$ cat src/hdl/tce_pkg.sv
// Shared types, codes and default sizes of the text console character engine.
package tce_pkg;

   localparam int COLUMNS_DEF  = 80;
   localparam int ROWS_DEF     = 25;
   localparam int TAB_STOP_DEF = 4;

   localparam int CELL_W     = 16;
   localparam int LOC_CALC_W = 12;

   localparam logic [1:0] OP_PUT   = 2'd0;
   localparam logic [1:0] OP_CLEAR = 2'd1;
   localparam logic [1:0] OP_READ  = 2'd2;

   localparam logic [7:0] CH_BACKSPACE = 8'd8;
   localparam logic [7:0] CH_TAB       = 8'd9;
   localparam logic [7:0] CH_NEWLINE   = 8'd10;
   localparam logic [7:0] CH_RETURN    = 8'd13;
   localparam logic [7:0] CH_BLANK     = 8'h20;
   localparam logic [7:0] RESET_ATTR   = 8'h07;

   typedef struct packed {
      logic [6:0]  cursor_column;
      logic [4:0]  cursor_row;
      logic [10:0] cursor_location;
      logic [7:0]  cell_char;
      logic [7:0]  cell_attr;
   } rsp_type;

endpackage

$ cat src/hdl/tce_sequencer.sv
// Cursor state, command sequencer and fill sweeps over the screen memory.
module tce_sequencer #(
   parameter int COLUMNS  = tce_pkg::COLUMNS_DEF,
   parameter int ROWS     = tce_pkg::ROWS_DEF,
   parameter int TAB_STOP = tce_pkg::TAB_STOP_DEF
) (
   input  logic                                 clock,
   input  logic                                 reset,
   input  logic                                 start,
   input  logic [1:0]                           req_opcode,
   input  logic [7:0]                           req_char_code,
   input  logic [4:0]                           req_read_row,
   input  logic [6:0]                           req_read_column,
   input  logic [7:0]                           attr,
   output logic                                 busy,
   output logic                                 rsp_valid,
   output tce_pkg::rsp_type                     rsp,
   output logic                                 mem_we,
   output logic [$clog2(ROWS*COLUMNS)-1:0]      mem_addr,
   output logic [tce_pkg::CELL_W-1:0]           mem_wdata,
   input  logic [tce_pkg::CELL_W-1:0]           mem_rdata
);

   localparam int CELLS = ROWS * COLUMNS;
   localparam int AW    = $clog2(CELLS);
   localparam int CW    = $clog2(COLUMNS);
   localparam int RW    = $clog2(ROWS);
   localparam int PW    = $clog2(TAB_STOP);
   localparam int TW    = $clog2(COLUMNS + TAB_STOP + 1);
   localparam int LW    = tce_pkg::LOC_CALC_W;

   typedef enum logic [1:0] {ST_IDLE, ST_SWEEP, ST_READ} state_type;

   state_type               state_ff;
   logic [CW-1:0]           col_ff;
   logic [RW-1:0]           row_ff;
   logic [RW-1:0]           top_ff;
   logic [PW-1:0]           phase_ff;
   logic [AW-1:0]           sweep_addr_ff;
   logic [AW-1:0]           sweep_last_ff;
   logic [tce_pkg::CELL_W-1:0] fill_ff;
   logic                    resp_pend_ff;
   logic                    rsp_valid_ff;
   tce_pkg::rsp_type        rsp_ff;

   logic                    accept;
   logic                    is_put;
   logic [CW:0]             col_inc;
   logic                    at_end;
   logic [TW-1:0]           tab_col;
   logic                    tab_wrap;
   logic                    last_row;
   logic [RW-1:0]           top_inc;
   logic [PW-1:0]           phase_inc;
   logic [PW-1:0]           phase_dec;
   logic [CW-1:0]           col_in;
   logic [RW-1:0]           row_in;
   logic [RW-1:0]           top_in;
   logic [PW-1:0]           phase_in;
   logic                    printable;
   logic                    new_line;
   logic                    scroll;
   logic                    is_read;
   logic [RW-1:0]           sel_row;
   logic [CW-1:0]           sel_col;
   logic [RW:0]             prow_sum;
   logic [RW-1:0]           prow;
   logic [AW-1:0]           cell_addr;
   logic [AW-1:0]           scroll_base;
   logic                    read_in_range;
   logic [LW-1:0]           loc_full;
   tce_pkg::rsp_type        rsp_now;

   assign accept    = start && (state_ff == ST_IDLE);
   assign is_put    = accept && (req_opcode == tce_pkg::OP_PUT);
   assign is_read   = req_opcode == tce_pkg::OP_READ;

   assign col_inc   = (CW+1)'(col_ff) + (CW+1)'(1);
   assign at_end    = col_inc >= (CW+1)'(COLUMNS);
   assign tab_col   = TW'(col_ff) + TW'(TAB_STOP) - TW'(phase_ff);
   assign tab_wrap  = tab_col >= TW'(COLUMNS);
   assign last_row  = row_ff == RW'(ROWS - 1);
   assign top_inc   = (top_ff == RW'(ROWS - 1)) ? '0 : top_ff + RW'(1);
   assign phase_inc = (phase_ff == PW'(TAB_STOP - 1)) ? '0 : phase_ff + PW'(1);
   assign phase_dec = (phase_ff == '0) ? PW'(TAB_STOP - 1) : phase_ff - PW'(1);

   always_comb begin
      col_in    = col_ff;
      row_in    = row_ff;
      top_in    = top_ff;
      phase_in  = phase_ff;
      printable = 1'b0;
      new_line  = 1'b0;
      scroll    = 1'b0;
      if (is_put) begin
         case (req_char_code)
            tce_pkg::CH_BACKSPACE: begin
               if (col_ff != '0) begin
                  col_in   = col_ff - CW'(1);
                  phase_in = phase_dec;
               end
            end
            tce_pkg::CH_TAB: begin
               if (tab_wrap) begin
                  new_line = 1'b1;
               end else begin
                  col_in   = tab_col[CW-1:0];
                  phase_in = '0;
               end
            end
            tce_pkg::CH_NEWLINE: begin
               new_line = 1'b1;
            end
            tce_pkg::CH_RETURN: begin
               col_in = col_ff;
            end
            default: begin
               printable = 1'b1;
               if (at_end) begin
                  new_line = 1'b1;
               end else begin
                  col_in   = col_inc[CW-1:0];
                  phase_in = phase_inc;
               end
            end
         endcase
         if (new_line) begin
            col_in   = '0;
            phase_in = '0;
            if (last_row) begin
               scroll = 1'b1;
               top_in = top_inc;
            end else begin
               row_in = row_ff + RW'(1);
            end
         end
      end
   end

   // Map a screen row to its physical row through the scroll offset.
   assign sel_row   = is_read ? req_read_row[RW-1:0] : row_ff;
   assign sel_col   = is_read ? req_read_column[CW-1:0] : col_ff;
   assign prow_sum  = (RW+1)'(sel_row) + (RW+1)'(top_ff);
   assign prow      = (prow_sum >= (RW+1)'(ROWS)) ? RW'(prow_sum - (RW+1)'(ROWS))
                                                  : prow_sum[RW-1:0];
   assign cell_addr   = AW'(prow) * AW'(COLUMNS) + AW'(sel_col);
   assign scroll_base = AW'(top_ff) * AW'(COLUMNS);
   assign read_in_range = ({1'b0, req_read_row} < 6'(ROWS)) &&
                          ({1'b0, req_read_column} < 8'(COLUMNS));

   assign mem_we    = (state_ff == ST_SWEEP) || printable;
   assign mem_addr  = (state_ff == ST_SWEEP) ? sweep_addr_ff : cell_addr;
   assign mem_wdata = (state_ff == ST_SWEEP) ? fill_ff : {attr, req_char_code};

   assign loc_full = LW'(row_in) * LW'(COLUMNS) + LW'(col_in);

   always_comb begin
      rsp_now.cursor_column   = 7'(col_in);
      rsp_now.cursor_row      = 5'(row_in);
      rsp_now.cursor_location = loc_full[10:0];
      rsp_now.cell_char       = (state_ff == ST_READ) ? mem_rdata[7:0] : 8'd0;
      rsp_now.cell_attr       = (state_ff == ST_READ) ? mem_rdata[15:8] : 8'd0;
   end

   always_ff @(posedge clock) begin
      if (reset) begin
         state_ff      <= ST_SWEEP;
         sweep_addr_ff <= '0;
         sweep_last_ff <= AW'(CELLS - 1);
         fill_ff       <= {tce_pkg::RESET_ATTR, tce_pkg::CH_BLANK};
         resp_pend_ff  <= 1'b0;
         col_ff        <= '0;
         row_ff        <= '0;
         top_ff        <= '0;
         phase_ff      <= '0;
         rsp_valid_ff  <= 1'b0;
      end else begin
         rsp_valid_ff <= 1'b0;
         case (state_ff)
            ST_IDLE: begin
               if (accept) begin
                  case (req_opcode)
                     tce_pkg::OP_PUT: begin
                        col_ff   <= col_in;
                        row_ff   <= row_in;
                        top_ff   <= top_in;
                        phase_ff <= phase_in;
                        if (scroll) begin
                           sweep_addr_ff <= scroll_base;
                           sweep_last_ff <= scroll_base + AW'(COLUMNS - 1);
                           fill_ff       <= {attr, tce_pkg::CH_BLANK};
                           resp_pend_ff  <= 1'b1;
                           state_ff      <= ST_SWEEP;
                        end else begin
                           rsp_valid_ff <= 1'b1;
                           rsp_ff       <= rsp_now;
                        end
                     end
                     tce_pkg::OP_CLEAR: begin
                        col_ff        <= '0;
                        row_ff        <= '0;
                        top_ff        <= '0;
                        phase_ff      <= '0;
                        sweep_addr_ff <= '0;
                        sweep_last_ff <= AW'(CELLS - 1);
                        fill_ff       <= {attr, tce_pkg::CH_BLANK};
                        resp_pend_ff  <= 1'b1;
                        state_ff      <= ST_SWEEP;
                     end
                     tce_pkg::OP_READ: begin
                        if (read_in_range) begin
                           state_ff <= ST_READ;
                        end else begin
                           rsp_valid_ff <= 1'b1;
                           rsp_ff       <= rsp_now;
                        end
                     end
                     default: begin
                        rsp_valid_ff <= 1'b1;
                        rsp_ff       <= rsp_now;
                     end
                  endcase
               end
            end
            ST_SWEEP: begin
               if (sweep_addr_ff == sweep_last_ff) begin
                  state_ff     <= ST_IDLE;
                  resp_pend_ff <= 1'b0;
                  if (resp_pend_ff) begin
                     rsp_valid_ff <= 1'b1;
                     rsp_ff       <= rsp_now;
                  end
               end else begin
                  sweep_addr_ff <= sweep_addr_ff + AW'(1);
               end
            end
            ST_READ: begin
               rsp_valid_ff <= 1'b1;
               rsp_ff       <= rsp_now;
               state_ff     <= ST_IDLE;
            end
            default: begin
               state_ff <= ST_IDLE;
            end
         endcase
      end
   end

   assign busy      = state_ff != ST_IDLE;
   assign rsp_valid = rsp_valid_ff;
   assign rsp       = rsp_ff;

endmodule

$ cat config.mk
export PLATFORM = sky130hd
export DESIGN_NAME = tce_sequencer
export DESIGN_NICKNAME = d
export VERILOG_FILES = /design/src/hdl/tce_pkg.sv /design/src/hdl/tce_sequencer.sv
export SDC_FILE = /design/constraint.sdc
export NUM_CORES = 1
export LEC_CHECK = 0
export BUFFER_PORTS_ARGS = -buffer_cell sky130_fd_sc_hd__buf_2
export CAP_MARGIN = 10
export CORE_MARGIN = 8
export CORE_UTILIZATION = 39
export DETAILED_ROUTE_END_ITERATION = 6
export MAX_ROUTING_LAYER = met4
export PLACE_DENSITY_LB_ADDON = 0.05
export SLEW_MARGIN = 5
export SYNTH_ARGS = -nofsm -noshare
export SYNTH_HDL_FRONTEND = slang
export SYNTH_SLANG_ARGS = --single-unit
$ cat constraint.sdc
create_clock -name clock -period 9.39 [get_ports clock]
set_input_delay 0.939 -clock clock [delete_from_list [all_inputs] [get_ports clock]]
set_output_delay 0.939 -clock clock [all_outputs]
set_load 0.05 [all_outputs]
==> PnR_summary.wiki, run 1 <==
{| class="wikitable"
! Metric !! Value
|-
| Net Switching || 0.1846 mW
|-
| Clock latency on the worst-skew pair || 0.34 ns
|-
| Smallest hold slack || 0.4942 ns
|-
| Internal power summed over all cells || 0.6167 mW
|-
| Slew at the pin with the worst max-slew slack || 0.9559 ns
|-
| TritonCTS Buffers || 9
|-
| Worst setup timing slack at the placement stage || 2.182 ns
|-
| Fmax || 0.1375 GHz
|-
| Status || completed
|-
| Initial antenna violation count || 1
|-
| Total die area || 20,920 um^2
|-
| Wire length per cell || 17.28 um
|-
| Prevailing post-synth register cell || sky130_fd_sc_hd__dfxtp_1
|-
| Synthesized Nets || 883
|-
| CTS Hold Buffers Added || 0
|-
| H-tree depth || 3
|-
| Die W || 144.7 um
|-
| Flop pwr share || 47.3%
|-
| Count of state elements after synthesis || 84
|-
| Starting DRT DRC Count || 356
|-
| Register-to-Register Path Depth || 20
|-
| Fin worst setup slack || 2.115 ns
|-
| Ratio of total power to cell area || 106.8 nW/um^2
|-
| Setup tns final || 0 ns
|-
| Cells resized by post-CTS repair || 0
|-
| Kind of end point of the critical path || output port
|-
| Total number of vias || 5,934
|-
| Overall power consumption || 0.8013 mW
|-
| Arrival time of data at the critical path endpoint || 6.34 ns
|-
| Number of buffers inserted by post-CTS setup repair || 0
|-
| Post-synth EDFFs || 35
|-
| GR Overflow Total || 0
|-
| Comb power frac || 7.2%
|-
| Leakage power figure || 3.237 nW
|-
| Clock tree from TritonCTS || built
|-
| Most area-hungry cell type in the Yosys netlist || sky130_fd_sc_hd__edfxtp_1
|-
| Share of post-route cells with drive strength above 1 || 19.52%
|-
| Highest net fanout along the worst path || 21
|-
| Endpoint of the worst hold-timing path || sweep_last_ff[4]$_SDFFE_PP0P_
|-
| Mean cell area of the mapped netlist || 8.318 um^2
|-
| Vias per cell || 5.409
|-
| Switching power share of the total || 23.04%
|-
| Cell Rows || 47
|-
| Worst Setup Path Type || input port to output port
|-
| Total count of max-transition violations in the final report || 0
|-
| All-layer global routing usage || 18.25%
|-
| Number of I/O pins || 118
|-
| Reg-to-reg slack, setup || 3.57 ns
|-
| Post-route DRC || 0
|-
| Setup repair after global routing missed its margin || false
|-
| Total number of clock tree sinks || 84
|-
| Maxcap violations || 0
|-
| Post-Place Cells || 1,080
|-
| Root buffer cell || sky130_fd_sc_hd__clkbuf_16
|-
| Placer Congestion || 0.9461
|-
| Top cells by area, synth || sky130_fd_sc_hd__edfxtp_1 16%, sky130_fd_sc_hd__dfxtp_1 15%, sky130_fd_sc_hd__ha_1 9.9%
|-
| Count of endpoints failing hold in the final timing report || 0
|-
| Layout Utilization || 45.74%
|-
| Portion of synthesized cell area occupied by the leading cell type || 16.28%
|-
| Number of different library cells in the post-synthesis netlist || 72
|-
| Number of global-route vias before repair || 5,744
|-
| Ratio of final minimum period to clock period || 77.48%
|-
| Layout Area Growth over Synthesis || 16.26%
|-
| Worst flop-to-flop path startpoint || col_ff[0]$_SDFFE_PP0P_
|-
| Share of total power in the clock network || 45.5%
|-
| HP Start || sweep_last_ff[4]$_SDFFE_PP0P_
|-
| Net count, final || 978
|-
| Hold WC Path Type || flop to flop
|-
| Worst voltage drop across the vdd grid || 0.00007557 V
|-
| Depth of the worst hold-timing path || 2
|-
| Port bufs || 117
|-
| Required time at the worst-slack endpoint || 8.45 ns
|-
| Warnings from Yosys || 0
|-
| Skew final || 0.006772 ns
|-
| Post-detailed-placement cell area || 7192 um^2
|-
| Synth Cell Area || 6455 um^2
|-
| Normalized max-slew margin || 36.12%
|-
| Core area || 16,410 um^2
|-
| Chip Height || 144.7 um
|-
| Synth Instances || 776
|-
| Post-synth ARST share || 0%
|-
| Detailed placement HPWL || 14.78 mm
|-
| Global-route wire length before repair || 29.33 mm
|-
| Routed Antenna Nets || 0
|-
| Drt total wl || 18.95 mm
|-
| Final cell count without fillers || 1,097
|-
| Tmin final || 7.275 ns
|-
| Final number of setup-violating endpoints || 0
|-
| Router iterations before antenna repair || 5
|-
| Crit path launch type || input port
|-
| Sequential-to-total area share from yosys stat || 31.48%
|-
| Starting density of the core || 39.34%
|-
| CTS clk-pin slew, worst paths || 0.06 ns
|-
| CTS Buffer Depth || 2
|-
| Pin count of the biggest net entering global routing || 42
|-
| Post-route cell area || 7505 um^2
|-
| End of the worst register-to-register path || rsp[26]$_DFFE_PP_
|}
==> metal layers <==
metal	part of all wire [%]	up-vias	track usage, %
li1	-	2955	-
met1	43	2824	20.97
met2	51	127	32.08
met3	3.6	28	2.920
met4	2.1	0	5.696
met5	0	-	-
==> worst max-delay path, cell delays in order <==
cell                       delay (ns)
sky130_fd_sc_hd__buf_2           0.21
sky130_fd_sc_hd__nor2b_1         0.08
sky130_fd_sc_hd__buf_4           0.20
sky130_fd_sc_hd__o21ai_0         0.22
sky130_fd_sc_hd__ha_1            0.22
sky130_fd_sc_hd__fa_1            0.46
sky130_fd_sc_hd__inv_1           0.12
sky130_fd_sc_hd__ha_1            0.32
sky130_fd_sc_hd__nand2_1         0.18
sky130_fd_sc_hd__or2_2           0.30
sky130_fd_sc_hd__a21oi_1         0.29
sky130_fd_sc_hd__mux2_2          0.41
sky130_fd_sc_hd__ha_1            0.28
sky130_fd_sc_hd__ha_1            0.23
sky130_fd_sc_hd__fa_1            0.51
sky130_fd_sc_hd__inv_1           0.07
sky130_fd_sc_hd__nor2_1          0.17
sky130_fd_sc_hd__o21ai_0         0.13
sky130_fd_sc_hd__a222oi_1        0.43
sky130_fd_sc_hd__xnor2_1         0.13
sky130_fd_sc_hd__a21oi_1         0.16
sky130_fd_sc_hd__buf_2           0.28
==> worst max path at each step <==
stage / start / cells after the start / to
final: req_opcode[0] / 22 / mem_addr[10]
after detailed placement: req_opcode[0] / 23 / mem_addr[10]
after CTS: req_opcode[0] / 23 / mem_addr[10]
after global placement: req_opcode[0] / 23 / mem_addr[10]
after floorplan: req_opcode[0] / 22 / mem_addr[10]
after global routing: req_opcode[0] / 23 / mem_addr[10]
==> cell usage in the layout, fill, tap and decap left out, drive strengths merged, types with 6 or more instances in the layout <==
master / n
nor2b: 11
or3: 6
or2: 9
edfxtp: 35
a21o: 7
a211oi: 9
a31oi: 12
xnor2: 23
dfxtp: 49
nand2b: 15
xor2: 20
and3: 10
a22o: 6
a21oi: 60
nand2: 88
a211o: 9
mux2i: 10
nor3: 17
fa: 7
clkbuf: 10
ha: 51
o21ai: 56
nor2: 72
nand3: 27
inv: 37
mux2: 6
and2: 23
buf: 121
==> cell usage after synthesis, drive strengths merged, types with 6 or more instances <==
master   n
a22o     6
fa       7
a211o    9
xor2    20
a21oi   60
mux2i   10
dfxtp   49
and2    23
nor3    17
buf      8
edfxtp  35
and3    10
mux2     6
nand2b  15
or3      6
o21ai   56
a31oi   12
nand3   27
nand2   88
clkbuf  29
inv     35
a21o     7
a211oi   9
xnor2   23
or2      9
nor2    72
ha      51
nor2b   11
==> kinds of logic after synthesis <==
| group | after synthesis | share of synthesized area (%) |
|---|---|---|
| adder cells (fa/ha/maj) | 58 | 12.06 |
| flip-flops | 84 | 31.48 |
| AND/OR/NAND/NOR | 301 | 23.07 |
| XOR/XNOR | 43 | 5.951 |
| buffers and inverters | 72 | 4.536 |
| multiplexers | 16 | 2.597 |
| AO/OA/AOI/OAI | 202 | 20.31 |
==> cell type report <==
| class | count | area, um^2 |
|---|---|---|
| fillers | 1649 | 8902 |
| multi-input cells | 620 | 4138 |
| flip-flops and latches | 84 | 2032 |
| repair buffers | 121 | 615.6 |
| well taps | 220 | 275.3 |
| clock buffers | 10 | 239.0 |
| inverters | 35 | 131.4 |
| clock inverters | 6 | 71.32 |
| diodes | 1 | 2.502 |
==> sequential cells by signal, indices dropped and copies added, names as in the netlist, 5 cells and up <==
| register | count |
|---|---|
| col_ff | 7 |
| fill_ff | 8 |
| top_ff | 5 |
| row_ff | 5 |
| rsp | 35 |
| sweep_last_ff | 7 |
| sweep_addr_ff | 11 |
==> power groups by stage <==
stage                     Clock (mW)  Sequential [mW]  Combinational [mW]
after floorplan                    0            0.387              0.0350
after global placement             0            0.387              0.0564
after detailed placement           0            0.387              0.0574
after CTS                      0.374            0.379              0.0576
after global routing           0.389            0.379              0.0633
final                          0.365            0.379              0.0574
Note: power is estimated with default switching activity, not from simulation.
==> run 2, diff against run 1 <==
==> constraint.sdc (replaced) <==
create_clock -name clock -period 7.45 [get_ports clock]
set_input_delay 0.745 -clock clock [delete_from_list [all_inputs] [get_ports clock]]
set_output_delay 0.745 -clock clock [all_outputs]
set_load 0.05 [all_outputs]
==> run 2 against run 1 <==
Net effect:
- first-iteration DRC count grew 34%
- highest routed layer unchanged
- via count about the same
- global-route usage about the same
- cell area is 0.17% higher
- routed wire length down 0.41%
- flip-flop and latch count is the same
- count of clock-buffer cells in the layout is 1 higher
==> PnR_summary.wiki, run 2 (synthesis gave the netlist of run 1 again) <==
{| class="wikitable"
! Metric !! Value
|-
| Share of post-route cells with drive strength above 1 || 19.38% (-0.14 points)
|-
| Wire length per cell || 17.21 um (-0.41%)
|-
| Number of global-route vias before repair || 5,632 (-1.9%)
|-
| Routed Antenna Nets || 0 (unchanged)
|-
| Count of endpoints failing hold in the final timing report || 0 (unchanged)
|-
| Slew at the pin with the worst max-slew slack || 0.9226 ns (-0.03328 ns)
|-
| Layout Utilization || 45.82% (+0.076 points)
|-
| Port bufs || 117 (unchanged)
|-
| Endpoint of the worst hold-timing path || sweep_last_ff[4]$_SDFFE_PP0P_
|-
| Fmax || 0.1445 GHz
|-
| Clock tree from TritonCTS || built
|-
| Total number of clock tree sinks || 84 (unchanged)
|-
| Number of I/O pins || 118 (unchanged)
|-
| Required time at the worst-slack endpoint || 6.70 ns (-1.75 ns)
|-
| Die W || 144.7 um (unchanged)
|-
| Cell Rows || 47 (unchanged)
|-
| Filler cell count || 1,609 (-2.4%)
|-
| Placer Congestion || 0.9092 (-3.9%)
|-
| Setup tns final || 0 ns (unchanged)
|-
| Reg-to-reg slack, setup || 1.69 ns (-1.88 ns)
|-
| Number of flip-flops in the largest register || 35 (unchanged)
|-
| Global-route wire length before repair || 29.39 mm (+0.19%)
|-
| Setup repair after global routing missed its margin || false
|-
| Slowest cell on crit path || sky130_fd_sc_hd__fa_1
|-
| Kind of end point of the critical path || output port
|-
| Multi-input combinational cell area || 4145 um^2 (+0.18%)
|-
| Skew final || 0.008394 ns (+0.001622 ns)
|-
| Maxcap violations || 0 (unchanged)
|-
| Post-Place Cells || 1,081 (+0.093%)
|-
| Comb power frac || 7.1% (about the same)
|-
| H-tree depth || 3 (unchanged)
|-
| Internal power summed over all cells || 0.7988 mW (+30%)
|-
| Depth of the worst hold-timing path || 2 (unchanged)
|-
| Flip-flop and latch area || 2032 um^2 (unchanged)
|-
| Total die area || 20,920 um^2 (unchanged)
|-
| Tmin final || 6.921 ns
|-
| Worst flop-to-flop path startpoint || col_ff[0]$_SDFFE_PP0P_
|-
| Ratio of total power to cell area || 136.1 nW/um^2 (+27%)
|-
| Register-to-Register Path Depth || 20 (unchanged)
|-
| Largest delay contributor family on the critical path || compound AO/OA/AOI/OAI gates
|-
| Core area || 16,410 um^2 (unchanged)
|-
| Drt total wl || 18.87 mm (-0.41%)
|-
| Arrival time of data at the critical path endpoint || 6.18 ns (-0.16 ns)
|-
| Final number of setup-violating endpoints || 0 (unchanged)
|-
| CTS Buffer Depth || 2 (unchanged)
|-
| Net Switching || 0.2244 mW (+22%)
|-
| Root buffer cell || sky130_fd_sc_hd__clkbuf_16
|-
| Total count of max-transition violations in the final report || 0 (unchanged)
|-
| Layout Area Growth over Synthesis || 16.46%
|-
| Starting DRT DRC Count || 477 (+34%)
|-
| Chip Height || 144.7 um (unchanged)
|-
| Highest net fanout along the worst path || 16 (-24%)
|-
| Router iterations before antenna repair || 5 (unchanged)
|-
| Leakage power figure || 3.248 nW (+0.34%)
|-
| Hold WC Path Type || flop to flop
|-
| Ratio of final minimum period to clock period || 92.89%
|-
| Pin count of the biggest net entering global routing || 43 (+2.4%)
|-
| CTS Hold Buffers Added || 0 (unchanged)
|-
| Share of total power in the clock network || 46.1% (+0.6 points)
|-
| Total number of vias || 5,936 (+0.034%)
|-
| Status || completed
|-
| Final cell count without fillers || 1,097 (unchanged)
|-
| Number of buffer and inverter instances along the worst setup path || 4 (-1)
|-
| Initial antenna violation count || 0 (-1)
|-
| Net count, final || 979 (+0.10%)
|-
| Worst setup timing slack at the placement stage || 0.4400 ns (-1.742 ns)
|-
| Overall power consumption || 1.023 mW (+28%)
|-
| Vias per cell || 5.411 (about the same)
|-
| Most common cell after layout, fill and taps aside || sky130_fd_sc_hd__buf_2
|-
| CTS clk-pin slew, worst paths || 0.06 ns (about the same)
|-
| Starting density of the core || 39.34% (unchanged)
|-
| End of the worst register-to-register path || rsp[26]$_DFFE_PP_
|-
| GR Overflow Total || 0 (unchanged)
|-
| Fin worst setup slack || 0.5295 ns (-1.586 ns)
|-
| Crit path launch type || input port
|-
| HP Start || sweep_last_ff[4]$_SDFFE_PP0P_
|-
| Flop pwr share || 46.7% (-0.6 points)
|-
| Normalized max-slew margin || 38.35% (+2.2 points)
|-
| Sequence of cells on the critical path || buf_2 > nor2b_1 > buf_4 > mux2_2 > ha_1 > a21o_1 > a21oi_1 > xor2_2 > nor2_1 > a21oi_1 > mux2_2 > ha_1 > ha_1 > fa_1 > inv_1 > nor2_1 > o21ai_0 > a222oi_1 > xnor2_1 > a21oi_1 > buf_2
|-
| All-layer global routing usage || 18.29% (+0.041 points)
|-
| CP peak stage delay || 0.51 ns (about the same)
|-
| Clock latency on the worst-skew pair || 0.34 ns (about the same)
|-
| Detailed placement HPWL || 14.52 mm (-1.7%)
|-
| Highest-count cells in the layout ignoring fill and taps || 117 x sky130_fd_sc_hd__buf_2, 87 x sky130_fd_sc_hd__nand2_1, 71 x sky130_fd_sc_hd__nor2_1
|-
| TritonCTS Buffers || 9 (unchanged)
|-
| Number of antenna cells inserted || 0 (-1)
|-
| Worst voltage drop across the vdd grid || 0.0001071 V (+42%)
|-
| Post-route DRC || 0 (unchanged)
|-
| Switching power share of the total || 21.93% (-1.1 points)
|-
| Worst Setup Path Type || input port to output port
|}
run 2: cell types whose count changed in the layout (fill, tap and decap cells not counted), sizes merged:
cell / change
buf: +1
inv: -1
diode: -1
clkbuf: +1
bufinv: +1
clkinvlp: -1
run 2: timing repair:
action	4_1_cts	5_1_grt
resized for setup	0	1
buffers inserted	0	0
endpoints found under the setup margin	0	1
run 2: worst reg2reg max path, delay by kind of cell, from the launching register on:
kind	cells	cell delay, ns
adders and majority gates	6	1.87
AOI/OAI and AO/OA	5	1.47
and+or+nand+nor	4	0.88
DFF	1	0.55
xor gates and xnor gates	2	0.43
buffers and inverters	3	0.31
run 2: area by class of cell:
cell class | instances | share of cell area, %
sequential | 84 | 27.03
multi-input combinational | 620 | 55.14
clock buffer | 11 | 3.096
clock inverter | 5 | 1.032
tap | 220 | 3.662
inverter | 35 | 1.748
timing repair buffer | 122 | 8.289
run 2: metal layers:
metal / vias to the layer above / GRT usage, % / part of all wire [%]
li1: 2965 / - / -
met1: 2836 / 21.22 / 44
met5: - / - / 0
met2: 111 / 32.13 / 51
met4: 0 / 5.531 / 1.7
met3: 24 / 2.723 / 3.6
run 2: worst max-delay path by stage:
| stage | startpoint | to | depth (start not counted) |
|---|---|---|---|
| finish | req_opcode[0] | mem_addr[10] | 21 |
| global placement | req_opcode[0] | mem_addr[10] | 21 |
| CTS | req_opcode[0] | mem_addr[10] | 21 |
| floorplan | req_opcode[0] | mem_addr[10] | 22 |
| global route | req_opcode[0] | mem_addr[10] | 21 |
| detailed placement | req_opcode[0] | mem_addr[10] | 21 |
run 2: metrics by stage:
stage / hold WS (ns) / cell area, um^2
floorplan: 0.4593 / 6455
global placement: 0.4708 / 7199
detailed placement: 0.4799 / 7199
CTS: 0.4932 / 7510
global route: 0.5156 / 7517
finish: 0.4914 / 7517
run 2: power by group through the flow:
stage	Clock (mW)	Sequential, mW	Combinational [mW]
2_1_floorplan	0	0.488	0.0441
3_3_place_gp	0	0.488	0.0718
3_5_place_dp	0	0.488	0.0728
4_1_cts	0.481	0.478	0.0732
5_1_grt	0.498	0.478	0.0811
6_report	0.472	0.478	0.0732
==> run 3, diff against run 2 <==
--- a/config.mk
+++ b/config.mk
@@ -9,9 +9,10 @@
 export CAP_MARGIN = 10
 export CORE_MARGIN = 8
 export CORE_UTILIZATION = 39
+export CTS_BUF_LIST = sky130_fd_sc_hd__clkbuf_2 sky130_fd_sc_hd__clkbuf_4 sky130_fd_sc_hd__clkbuf_8
 export DETAILED_ROUTE_END_ITERATION = 6
 export MAX_ROUTING_LAYER = met4
-export PLACE_DENSITY_LB_ADDON = 0.05
+export PLACE_DENSITY_LB_ADDON = 0.08
 export SLEW_MARGIN = 5
 export SYNTH_ARGS = -nofsm -noshare
 export SYNTH_HDL_FRONTEND = slang
==> run 3 against run 2 <==
Net effect:
- clock power fell by 29%
- flip-flop and latch count did not move
- critical endpoint unchanged
- fmax fell by 0.37%
- clock skew barely moved
- first-iteration DRC count fell by 28%
- die area did not move
- largest cell class unchanged
==> PnR_summary.wiki, run 3 (synthesis gave the netlist of run 1 again) <==
{| class="wikitable"
! Metric !! Value
|-
| Crit path launch type || input port
|-
| Total die area || 20,920 um^2 (unchanged)
|-
| Most common cell after layout, fill and taps aside || sky130_fd_sc_hd__buf_2
|-
| Layout Area Growth over Synthesis || 14.52%
|-
| Post-route cell area || 7392 um^2 (-1.7%)
|-
| Pin count of the biggest net entering global routing || 44 (+2.3%)
|-
| Ratio of total power to cell area || 119.4 nW/um^2 (-12%)
|-
| Fmax || 0.1440 GHz (-0.37%)
|-
| Tmin final || 6.946 ns (+0.02553 ns)
|-
| Global-route wire length before repair || 29.69 mm (+1.0%)
|-
| Ratio of final minimum period to clock period || 93.24% (+0.34 points)
|-
| Final number of setup-violating endpoints || 0 (unchanged)
|-
| CTS Buffer Depth || 2 (unchanged)
|-
| Comb power frac || 8.2% (+1.1 points)
|-
| Router iterations before antenna repair || 6 (+1)
|-
| All-layer global routing usage || 18.50% (+0.20 points)
|-
| Total number of vias || 5,940 (+0.067%)
|-
| Slew at the pin with the worst max-slew slack || 0.9446 ns (+0.02201 ns)
|-
| Net count, final || 978 (-0.10%)
|-
| Number of buffers inserted by post-CTS setup repair || 0 (unchanged)
|-
| Skew final || 0.008627 ns (+0.0002329 ns)
|-
| Post-detailed-placement cell area || 7192 um^2 (-0.10%)
|-
| CTS Hold Buffers Added || 0 (unchanged)
|-
| Cells resized by post-CTS repair || 0 (unchanged)
|-
| Worst Setup Path Type || input port to output port
|-
| Switching power share of the total || 25.12% (+3.2 points)
|-
| Worst voltage drop across the vdd grid || 0.00006874 V (-36%)
|-
| Total number of clock tree sinks || 84 (unchanged)
|-
| Clock tree from TritonCTS || built
|-
| Kind of end point of the critical path || output port
|-
| Maxcap violations || 0 (unchanged)
|-
| Placer Congestion || 0.9126 (+0.37%)
|-
| Required time at the worst-slack endpoint || 6.70 ns (about the same)
|-
| Cell Rows || 47 (unchanged)
|-
| Chip Height || 144.7 um (unchanged)
|-
| Clock latency on the worst-skew pair || 0.37 ns (+0.03 ns)
|-
| Net Switching || 0.2218 mW (-1.2%)
|-
| Post-route DRC || 0 (unchanged)
|-
| Starting density of the core || 39.34% (unchanged)
|-
| Number of global-route vias before repair || 5,679 (+0.83%)
|-
| Port bufs || 117 (unchanged)
|-
| Normalized max-slew margin || 36.88% (-1.5 points)
|-
| Leakage power figure || 3.188 nW (-1.8%)
|-
| Root buffer cell || sky130_fd_sc_hd__clkbuf_8
|-
| Routed Antenna Nets || 0 (unchanged)
|-
| Smallest hold slack || 0.4941 ns (+0.002651 ns)
|-
| Arrival time of data at the critical path endpoint || 6.20 ns (+0.02 ns)
|-
| Share of post-route cells with drive strength above 1 || 19.41% (+0.022 points)
|-
| Wire length per cell || 17.01 um (-1.2%)
|-
| Number of antenna cells inserted || 0 (unchanged)
|-
| Number of flip-flops in the largest register || 35 (unchanged)
|-
| Detailed placement HPWL || 14.54 mm (+0.15%)
|-
| Initial antenna violation count || 0 (unchanged)
|-
| Status || completed
|-
| Setup tns final || 0 ns (unchanged)
|-
| Overall power consumption || 0.8827 mW (-14%)
|-
| Share of total power in the clock network || 37.7% (-8.4 points)
|-
| GR Overflow Total || 0 (unchanged)
|-
| Core area || 16,410 um^2 (unchanged)
|-
| Vias per cell || 5.420 (+0.16%)
|-
| Total count of max-transition violations in the final report || 0 (unchanged)
|-
| Setup repair after global routing missed its margin || false
|-
| Highest net fanout along the worst path || 9 (-7)
|-
| Flop pwr share || 54.1% (+7.4 points)
|-
| H-tree depth || 3 (unchanged)
|-
| CTS clk-pin slew, worst paths || 0.08 ns (+0.02 ns)
|-
| Number of I/O pins || 118 (unchanged)
|-
| Count of endpoints failing hold in the final timing report || 0 (unchanged)
|-
| Starting DRT DRC Count || 345 (-28%)
|-
| Filler cell count || 1,681 (+4.5%)
|-
| Internal power summed over all cells || 0.6610 mW (-17%)
|-
| TritonCTS Buffers || 9 (unchanged)
|-
| Hold WC Path Type || flop to flop
|-
| Die W || 144.7 um (unchanged)
|-
| Highest-count cells in the layout ignoring fill and taps || 117 x sky130_fd_sc_hd__buf_2, 87 x sky130_fd_sc_hd__nand2_1, 71 x sky130_fd_sc_hd__nor2_1
|-
| Drt total wl || 18.64 mm (-1.2%)
|}
-- run 3: final cells by class --
| cell class | instances | area [um^2] | area share (%) |
|---|---|---|---|
| inverters | 35 | 131.4 | 1.777 |
| multi-input cells | 620 | 4138 | 55.97 |
| well taps | 220 | 275.3 | 3.724 |
| clock inverters | 7 | 76.32 | 1.032 |
| repair buffers | 121 | 615.6 | 8.328 |
| flip-flops and latches | 84 | 2032 | 27.49 |
| clock buffers | 9 | 123.9 | 1.676 |
-- run 3: layer usage --
layer  track usage, %  routed length, um  vias to the layer above
met5                -                  0                        -
met4            5.203                303                        0
met3            3.182                718                       24
met2            31.46               9525                      129
met1            22.18               8092                     2837
li1                 -                  -                     2950
-- run 3: metrics by stage --
| stage | setup slack [ns] | utilization, % | std cells |
|---|---|---|---|
| floorplan | 0.5240 | - | 776 |
| global placement | 0.7470 | 43.83 | 1080 |
| detailed placement | 0.5915 | 43.83 | 1080 |
| CTS | 0.5638 | 45.05 | 1096 |
| global route | 0.05750 | 45.05 | 1096 |
| finish | 0.5039 | 45.05 | 1096 |
-- run 3: worst paths after layout --
check / from / end / slack [ns] / cells past startpoint
worst max register to register: col_ff[0]$_SDFFE_PP0P_ / rsp[26]$_DFFE_PP_ / 1.63 / 20
worst max-delay path: req_opcode[1] / mem_addr[10] / 0.50 / 21
worst min register to register: sweep_last_ff[4]$_SDFFE_PP0P_ / sweep_last_ff[4]$_SDFFE_PP0P_ / 0.49 / 2
worst min-delay path: sweep_last_ff[4]$_SDFFE_PP0P_ / sweep_last_ff[4]$_SDFFE_PP0P_ / 0.49 / 2
-- run 3: power by group through the flow --
stage               Sequential (mW)  Combinational (mW)  Clock [mW]
finish                        0.477              0.0721       0.333
global route                  0.478              0.0806       0.365
CTS                           0.477              0.0722       0.345
detailed placement            0.488              0.0719           0
global placement              0.488              0.0710           0
floorplan                     0.488              0.0441           0
-- run 3: worst max-delay path: stages --
cell and delay [ns]:
sky130_fd_sc_hd__buf_2 0.16, sky130_fd_sc_hd__nor2b_1 0.43, sky130_fd_sc_hd__o21ai_0 0.17, sky130_fd_sc_hd__ha_1 0.24
sky130_fd_sc_hd__fa_1 0.48, sky130_fd_sc_hd__inv_1 0.12, sky130_fd_sc_hd__ha_1 0.33, sky130_fd_sc_hd__nand2_1 0.17
sky130_fd_sc_hd__or2_2 0.30, sky130_fd_sc_hd__a21oi_1 0.29, sky130_fd_sc_hd__mux2_2 0.41, sky130_fd_sc_hd__ha_1 0.28
sky130_fd_sc_hd__ha_1 0.23, sky130_fd_sc_hd__fa_1 0.52, sky130_fd_sc_hd__inv_1 0.07, sky130_fd_sc_hd__nor2_1 0.17
sky130_fd_sc_hd__o21ai_0 0.13, sky130_fd_sc_hd__a222oi_1 0.41, sky130_fd_sc_hd__xnor2_1 0.12, sky130_fd_sc_hd__a21oi_1 0.15
sky130_fd_sc_hd__buf_2 0.28
